--- src/rtl/lud_ram.sv ---
module lud_ram #(
	parameter int WIDTH = 32,
	parameter int DEPTH = 64
) (
	input  logic                     clk,
	input  logic                     we,
	input  logic [$clog2(DEPTH)-1:0] waddr,
	input  logic [WIDTH-1:0]         wdata,
	input  logic [$clog2(DEPTH)-1:0] raddr,
	output logic [WIDTH-1:0]         rdata
);
	logic [WIDTH-1:0] mem [DEPTH];

	always_ff @(posedge clk) begin
		if (we) begin
			mem[waddr] <= wdata;
		end
		rdata <= mem[raddr];
	end
endmodule

--- config.mk ---
export PLATFORM = sky130hd
export DESIGN_NAME = lud_ram
export DESIGN_NICKNAME = d
export VERILOG_FILES = /design/src/rtl/lud_ram.sv
export SDC_FILE = /design/constraint.sdc
export NUM_CORES = 2
export LEC_CHECK = 0
export BUFFER_PORTS_ARGS = -buffer_cell sky130_fd_sc_hd__buf_2
export CAP_MARGIN = 20
export CORE_AREA = 4 4 449 451
export DETAILED_ROUTE_END_ITERATION = 12
export DIE_AREA = 0 0 453 455
export GPL_TIMING_DRIVEN = 0
export SLEW_MARGIN = 25
export SYNTH_ARGS = -nofsm -noshare
export SYNTH_HDL_FRONTEND = slang
export SYNTH_SLANG_ARGS = --single-unit
--- constraint.sdc ---
create_clock -name clk -period 3.58 [get_ports clk]
set_input_delay 0 -clock clk [delete_from_list [all_inputs] [get_ports clk]]
set_output_delay 0 -clock clk [all_outputs]
set_load 0.005 [all_outputs]
==> run summary <==
Status: finished with violations
Failing checks: setup timing
H-tree Lvls: 4
Predominant post-synthesis flop cell: edfxtp_1
Fmax: 276 MHz
Die area: 0.206 mm2
Yosys reg bits: 2080
Cell count along the critical path: 9
CTS buffer count: 206
Final net count: 3831
Via density: 6.01
Mapped Cells: 3324
Initial core utilization: 39.8%
WP data arrival: 4.28 ns
Slew Viols, Final: 0
DRC errors left: 0
Gp weighted congestion: 0.836
R2r setup slk: 0.93 ns
DP Worst Slack: -1.20 ns
Syn Nets: 3370
Core Util, Final: 47.3%
Clock Pin Slew Worst Setup and Hold Paths: 0.07 ns
Max incr delay on CP: 0.74 ns
Final hold viol count: 0
Synthesis-to-finish area growth: 18.8%
Crit path launch: raddr[1]
Clock root cell: clkbuf_16
Drt pass-1 iters: 6
Most frequent cells in the layout: edfxtp_1, mux4_2, clkbuf_16
Tmin final: 3.63 ns
Routed length per instance: 36.3 um
Crit path kind: in -> reg
Critical Path Sink: rdata[12]
Reg2Reg Depth: 4
Initial antenna violation count: 17
GRT Util Overall: 23.2%
Num rows: 163
Detailed Route WL: 240000 um
Final period util: 101%
Commonest non-fill, non-tap cell in the layout: edfxtp_1
Die W: 453 um
Clk_lat worst skew: 0.83 ns
Iteration-0 DRC Markers: 6363
Core Region: 0.197 mm2
Seq/Total Area, Yosys: 79.1%
Worst EP required: 4.23 ns
Avg Cell Area, Syn: 23.6 um2
Synth Cell Area: 0.0785 mm2
CTS tree: built
Final worst slack: -0.0487 ns
Layout cell share with drive strength beyond 1: 31.0%
Detail Placement HPWL: 160000 um
Peak supply drop: 0.529 mV
Netlist cell types: 34
Largest net degree at the start of global routing: 65
Critical path launch point type: primary input
Fin Clk Skew: 0.0427 ns
Vias in the first global route: 38800
Final global-route overflow total: 0
# port buffers: 69
Most frequent CP cell: buf_2
Worst path cell trace: buf_2 > buf_2 > buf_2 > clkbuf_2 > buf_2 > mux2i_1 > a21oi_1 > a21oi_1 > nor2_1
Async set-reset flop share out of synthesis: 0%
Relative max-transition margin: 24.0%
Longest Clk Path Bufs: 3
Max-capacitance violation count: 0
Slowest cell on the critical path: nor2_1
Element type at the critical path end: register
Slew @ Worst Pin: 1.14 ns
Standby leakage power: 29.1 nW
Delay-heaviest family, CP: buffers and inverters
Via count: 39800
Power density relative to cell area: 551 mW/mm2
Buffers & Inverters on Critical Path: 5
Reg-to-reg endpoint: rdata[18]
First-pass GRT wire length: 328000 um
Yosys warns: 0
CP Max Fanout: 10
I/O pin cnt: 78
Die Ht: 455 um
Post-route ant nets: 0
Number of synthesized flops with an enable pin: 2048
Sink Count: 2080
Min-delay worst type: in -> reg
Endpoints failing setup: 1
R2R Path Start: mem[31][18]
Unrepaired setup endpoints after global routing: false
worst min-delay path by stage:
stage	depth (start not counted)	end	slack [ns]	from
after floorplan	0	mem[0][0]	0.1	wdata[0]
after global placement	1	rdata[9]	0.38	rdata[9]
after detailed placement	1	rdata[29]	0.38	rdata[29]
after CTS	4	rdata[1]	0.02	raddr[4]
after global routing	4	mem[51][30]	0.07	we
final	4	mem[51][30]	0.07	we
worst reg2reg max path, delay by kind of cell, from the launching register on:
kind / cells / cell delay (ns)
and+or+nand+nor: 1 / 0.34
AOI/OAI and AO/OA: 1 / 0.76
DFF: 1 / 0.38
muxes: 2 / 0.99
state kept, by name (all words and copies together), names as in the netlist:
register  cells
mem        2048
rdata        32
per-stage QoR:
| stage | instance area [um2] | hold slack [ns] | power (mW) | setup TNS (ns) | std cells |
|---|---|---|---|---|---|
| 2_1_floorplan | 78500 | 0.0989 | 28.8 | 0 | 3324 |
| 3_3_place_gp | 82200 | 0.377 | 30.2 | -3272.41 | 6033 |
| 3_5_place_dp | 86100 | 0.377 | 30.3 | -11.40 | 6180 |
| 4_1_cts | 93200 | 0.0236 | 51.5 | 0 | 6607 |
| 5_1_grt | 93200 | 0.0683 | 52.8 | 0 | 6609 |
| 6_report | 93200 | 0.0735 | 51.3 | -0.0487 | 6615 |
cells by family (layout without fill, tap and decap cells):
logic type | Yosys count | in the layout | share of synthesized area (%)
compound gates | 202 | 202 | 1.67
simple gates | 223 | 223 | 1.27
flops | 2080 | 2080 | 79.1
buf+inv | 182 | 826 | 1.13
mux | 637 | 637 | 16.8
other cells | 0 | 7 | 0
metal layers:
| metal | up-vias | track usage [%] | share of wire [%] |
|---|---|---|---|
| li1 | 15200 | - | - |
| met1 | 21600 | 31.5 | 38 |
| met2 | 2469 | 36.4 | 47 |
| met3 | 474 | 5.64 | 11 |
| met4 | 4 | 9.35 | 4.5 |
| met5 | - | 0 | 0.0096 |
Yosys cell counts, types with 5 or more instances:
library cell / n / share of area, %
mux4_2: 544 / 16
nand3_1: 5 / 0.032
o22ai_1: 84 / 0.67
a21oi_1: 62 / 0.40
nor3_1: 7 / 0.045
buf_4: 25 / 0.24
clkbuf_1: 74 / 0.35
nand2_1: 26 / 0.12
buf_6: 5 / 0.072
nand3b_1: 5 / 0.048
nor2b_1: 15 / 0.12
dfxtp_1: 32 / 0.82
nor2_1: 137 / 0.65
mux2i_1: 93 / 1.2
a311oi_1: 8 / 0.089
o221ai_1: 27 / 0.30
buf_2: 57 / 0.36
a22oi_1: 12 / 0.11
edfxtp_1: 2048 / 78
buf_1: 21 / 0.10
nand2b_1: 8 / 0.064
layout make-up:
type,instances,area [um2]
timing repair buffer,253,4180
multi-input combinational,1062,16000
clock buffer,258,5440
tap,2640,3300
buffer,182,913
antenna,7,17.5
sequential,2080,62100
fill,15900,104000
clock inverter,133,1260
what timing repair did:
action | 4_1_cts | 5_1_grt
setup endpoints to repair | 3 | 2
endpoints found under the hold margin | 2036 | 0
buffers inserted | 0 | 0
hold buffers | 36 | 0
resized for setup | 2 | 3
where the power goes:
group / switching, mW / total [mW] / internal (mW)
logic: 1.89 / 2.86 / 0.969
clock network: 9.34 / 21.5 / 12.1
registers: 0.0490 / 27.0 / 27.0
total: 11.3 / 51.3 / 40.1
Power figures use the tool's default switching activity.
