===== src/rtl/lud_pkg.sv =====
package lud_pkg;
	localparam int DATA_W = 32;
	localparam logic signed [31:0] SAT_MAX = 32'sh7fffffff;
	localparam logic signed [31:0] SAT_MIN = 32'sh80000000;
	localparam logic [1:0] ADDR_ORDER = 2'd0;

	function automatic logic signed [31:0] sat64(input logic signed [63:0] v, output logic ov);
		ov = 1'b0;
		if (v > 64'sh000000007fffffff) begin
			ov = 1'b1;
			return SAT_MAX;
		end
		if (v < -64'sh0000000080000000) begin
			ov = 1'b1;
			return SAT_MIN;
		end
		return v[31:0];
	endfunction
endpackage


===== src/rtl/lud_div.sv =====
// Signed 64/32 restoring divider, one quotient bit per cycle, truncation toward zero.
module lud_div import lud_pkg::*; (
	input  logic               clk,
	input  logic               arst_n,
	input  logic               go,
	input  logic signed [63:0] num,
	input  logic signed [31:0] den,
	output logic               done,
	output logic signed [63:0] quo
);
	logic [63:0] n_q, q_q;
	logic [64:0] r_q;
	logic [31:0] d_q;
	logic        neg_q, run_q;
	logic [5:0]  cnt_q;
	logic [64:0] r_sh;

	assign r_sh = {r_q[63:0], n_q[63]};

	always_ff @(posedge clk or negedge arst_n) begin
		if (!arst_n) begin
			run_q <= 1'b0;
			done  <= 1'b0;
		end else begin
			done <= 1'b0;
			if (go) begin
				run_q <= 1'b1;
				cnt_q <= '0;
				n_q   <= num[63] ? 64'(-num) : num;
				d_q   <= den[31] ? 32'(-den) : den;
				neg_q <= num[63] ^ den[31];
				r_q   <= '0;
				q_q   <= '0;
			end else if (run_q) begin
				n_q <= {n_q[62:0], 1'b0};
				if (r_sh >= {33'd0, d_q}) begin
					r_q <= r_sh - {33'd0, d_q};
					q_q <= {q_q[62:0], 1'b1};
				end else begin
					r_q <= r_sh;
					q_q <= {q_q[62:0], 1'b0};
				end
				cnt_q <= cnt_q + 6'd1;
				if (cnt_q == 6'd63) begin
					run_q <= 1'b0;
					done  <= 1'b1;
				end
			end
		end
	end

	assign quo = neg_q ? 64'(-$signed(q_q)) : $signed(q_q);
endmodule


===== config.mk =====
export PLATFORM = sky130hd
export DESIGN_NAME = lud_div
export DESIGN_NICKNAME = d
export VERILOG_FILES = /design/src/rtl/lud_pkg.sv /design/src/rtl/lud_div.sv
export SDC_FILE = /design/constraint.sdc
export NUM_CORES = 1
export LEC_CHECK = 0
export BUFFER_PORTS_ARGS = -buffer_cell sky130_fd_sc_hd__buf_2
export CORE_ASPECT_RATIO = 0.7
export CORE_MARGIN = 3
export CORE_UTILIZATION = 40
export CTS_CLUSTER_SIZE = 20
export DETAILED_ROUTE_END_ITERATION = 8
export PLACE_DENSITY_LB_ADDON = 0.05
export REMOVE_ABC_BUFFERS = 1
export SLEW_MARGIN = 10
export SYNTH_ARGS = -nofsm -noshare
export SYNTH_HDL_FRONTEND = slang
export SYNTH_SLANG_ARGS = --single-unit

===== constraint.sdc =====
create_clock -name clk -period 4.37 [get_ports clk]
set_input_delay 1.0925 -clock clk [delete_from_list [all_inputs] [get_ports clk]]
set_output_delay 1.0925 -clock clk [all_outputs]
set_load 0.01 [all_outputs]

==> impl_metrics.tcl <==
set metrics [dict create \
    ctsRootBufferMaster "clkbuf_16" \
    drt.antenna.violating_nets 0 \
    drt_iter0_markers 845 \
    synth_edf_count 231 \
    globalplace.congestion 0.8515 \
    synth_seq_area_share_pct 43.79 \
    final_common_cell "nor2_1" \
    synthArstFlopShare_pct 0.8584 \
    swShare_pct 30.26 \
    grt_setup_unrepaired "true" \
    grt_start_max_net_pins 143 \
    via_per_inst 5.497 \
    ir_drop_mv 0.2571 \
    avgSynthCellArea_sq_um 9.634 \
    core_sq_um 38890 \
    syn_area_sq_um 15950 \
    violations "setup timing" \
    cp_max_fo 4 \
    cts_tree "done" \
    die_x_um 244.7 \
    max_stage_delay_ps 480 \
    clockBufferDepth 3 \
    fin_ws_ps -357.0 \
    dp_hpwl_um 28480 \
    final.setup_skew_ps 12.94 \
    fin_cells 2367 \
    die_area_sq_um 42360 \
    synthDistinctLibCells 75 \
    power.internal_mw 4.737 \
    cp.buffers_inverters 1 \
    port_buffers 163 \
    status "complete, but fails checks" \
    grt_pass1_wl_um 68040 \
    worstSetupStartpointType "register" \
    power_frac_comb_pct 24.7 \
    finalCritPeriodShare_pct 108.2 \
    layout_min_cycle_time_ps 4727 \
    grt_antenna_before_repair 7 \
    start_util_pct 41.03 \
    crit_path_end_kind "primary output" \
    grt_pass1_vias 12430 \
    relSlewSlack_pct 37.71 \
    crit_family "simple AND/OR/NAND/NOR gates" \
    synthFlopType "edfxtp_1" \
    drv_cap 0 \
    firstDrtPassIters 7 \
    clock-sinks 233 \
    synth_seq_cells 233 \
    netlist_instances 1656 \
    nets 1955 \
    leakage_nw 7.214 \
    critical_path_class "register to primary output" \
    wire_per_inst_um 17.32 \
    die_h_um 173.1 \
    clkSlewWorstSetupHoldPaths_ps 60 \
    final_max_slew_viol_count 0 \
    seq_power_share_pct 42.2 \
    io_pins 164 \
    hp-class "input port to asynchronous set/reset pin" \
    finalSetupViolations 27 \
    worst_ep_arrival_time_ps 3630 \
    yosys_warnings 0 \
    drcViolationCount 0 \
    report.power.total_mw 6.793 \
    gr-usage-all-layers_pct 19.21 \
    clockPowerShare_pct 33.1 \
    power.net_switching_mw 2.056 \
    tightestPinTransition_ps 930.9 \
    drive_gt1_share_pct 17.51 \
    required_ps 3280 \
    numCtsBuffers 26 \
    crit_slowest_cell "or4_4" \
    route.final.wire_length_um 40990 \
    htreeDepth 1 \
    fmax_mhz 211.6 \
    overflow 0 \
    via_count 13010 \
    power_density_nw_per_um2 365.0 \
    placedCellCount 2291 \
    hold_viol 0 \
    clock_latency_ps 540 \
    syn_to_final_growth_pct 16.64 \
    crit_chain "nor4_4 > nand4b_1 > or4_4 > or3_4 > or3_4 > or4_4 > o31ai_4 > xnor2_1 > buf_2" \
    final_cell_mix "nor2_1, edfxtp_1, buf_2" \
    row_count 60 \
]
cell usage after synthesis (all sizes together) (3+ instances only):
cell type / number / area share [%]
a21o: 8 / 0.38
a32oi: 6 / 0.33
or2: 12 / 0.47
edfxtp: 231 / 43
o21ai: 89 / 2.8
o41ai: 22 / 1.5
o21bai: 4 / 0.19
nand2b: 17 / 0.81
nand4b: 3 / 0.16
a211oi: 55 / 2.7
nand2: 108 / 2.5
nor2: 235 / 5.5
ha: 36 / 2.8
a311oi: 8 / 0.44
and2: 6 / 0.24
mux2: 3 / 0.21
and3: 4 / 0.16
o311ai: 4 / 0.22
nor3: 35 / 1.2
nor4: 19 / 1.0
clkbuf: 71 / 1.7
xor2: 82 / 4.5
mux2i: 69 / 4.3
nand4: 24 / 0.94
a21oi: 117 / 3.7
buf: 23 / 0.76
nor2b: 8 / 0.31
inv: 51 / 1.2
or3: 41 / 1.6
nand3b: 4 / 0.19
o211ai: 6 / 0.28
nand3: 17 / 0.53
or4: 30 / 1.5
o31ai: 52 / 2.6
xnor2: 125 / 6.9
cells by family after synthesis:
family                     share of synthesized area (%)
muxes                                              4.541
AOI/OAI and AO/OA                                  16.19
and+or+nand+nor                                    17.53
adders and majority gates                          2.949
buffers and inverters                              3.631
DFF                                                43.79
xor gates and xnor gates                           11.36
sequential cells by signal, indices dropped and copies added (netlist names):
| name | count |
|---|---|
| n_q | 64 |
| q_q | 64 |
| r_q | 64 |
| d_q | 32 |
| cnt_q | 6 |
| done | 1 |
| neg_q | 1 |
| run_q | 1 |
power by group through the flow:
stage | registers, mW | clock network, mW | logic, mW
after floorplan | 2.88 | 0 | 1.10
after global placement | 2.91 | 0 | 1.64
after detailed placement | 2.91 | 0 | 1.65
after CTS | 2.87 | 2.33 | 1.67
after global routing | 2.90 | 2.42 | 1.89
final | 2.87 | 2.25 | 1.68
worst paths after layout:
| path | end | depth (start not counted) | start | slack, ps |
|---|---|---|---|---|
| hold reg to reg | n_q[16] | 1 | n_q[15] | 560 |
| hold / removal | done | 1 | arst_n | 450 |
| max in group asynchronous | run_q | 1 | arst_n | 3620 |
| min in group clk | n_q[16] | 1 | n_q[15] | 560 |
| setup / recovery | quo[37] | 9 | q_q[12] | -360 |
| setup reg to reg | r_q[60] | 10 | r_q[29] | 610 |
worst reg2reg max path, delay by kind of cell, from the launching register on:
kind	cells	cell delay, ps
adder cells (fa/ha/maj)	1	450
multiplexers	1	200
buffers and inverters	1	260
AO/OA/AOI/OAI	3	810
flip-flops	1	420
AND/OR/NAND/NOR	4	1370
layout make-up:
class,instances,area (sq um)
Antenna cell,1,2.502
Inverter,51,191.4
Tap cell,527,659.4
Fill cell,3769,20280
Clock buffer,35,715.7
Timing Repair Buffer,229,1368
Sequential cell,233,6990
Multi-Input combinational cell,1278,8536
Clock inverter,13,146.4
stage by stage:
stage | utilization [%] | area, sq um | setup TNS [ps] | hold WS [ps] | setup slack (ps)
after floorplan | - | 15570 | -284380 | 524.7 | -3831
after global placement | 44.74 | 17400 | 0 | 534.3 | 122.6
after detailed placement | 44.74 | 17400 | 0 | 534.9 | 97.58
after CTS | 47.49 | 18470 | -6852 | 420.8 | -395.8
after global routing | 47.85 | 18610 | -11760 | 438.9 | -507.7
final | 47.85 | 18610 | -5790 | 454.5 | -357.0
what timing repair did:
item,in CTS,in global routing
buffers inserted,19,8
hold buffers,0,0
resized for setup,12,23
endpoints found under the setup margin,29,34
pin swaps,4,10
per-layer routing:
metal / share of wire, % / global-route usage, %
met5: 0.17 / 0
met4: 1.6 / 3.368
met3: 5.4 / 3.534
met2: 41 / 27.55
met1: 52 / 30.20
No activity file was read; power rests on OpenSTA's default activity.
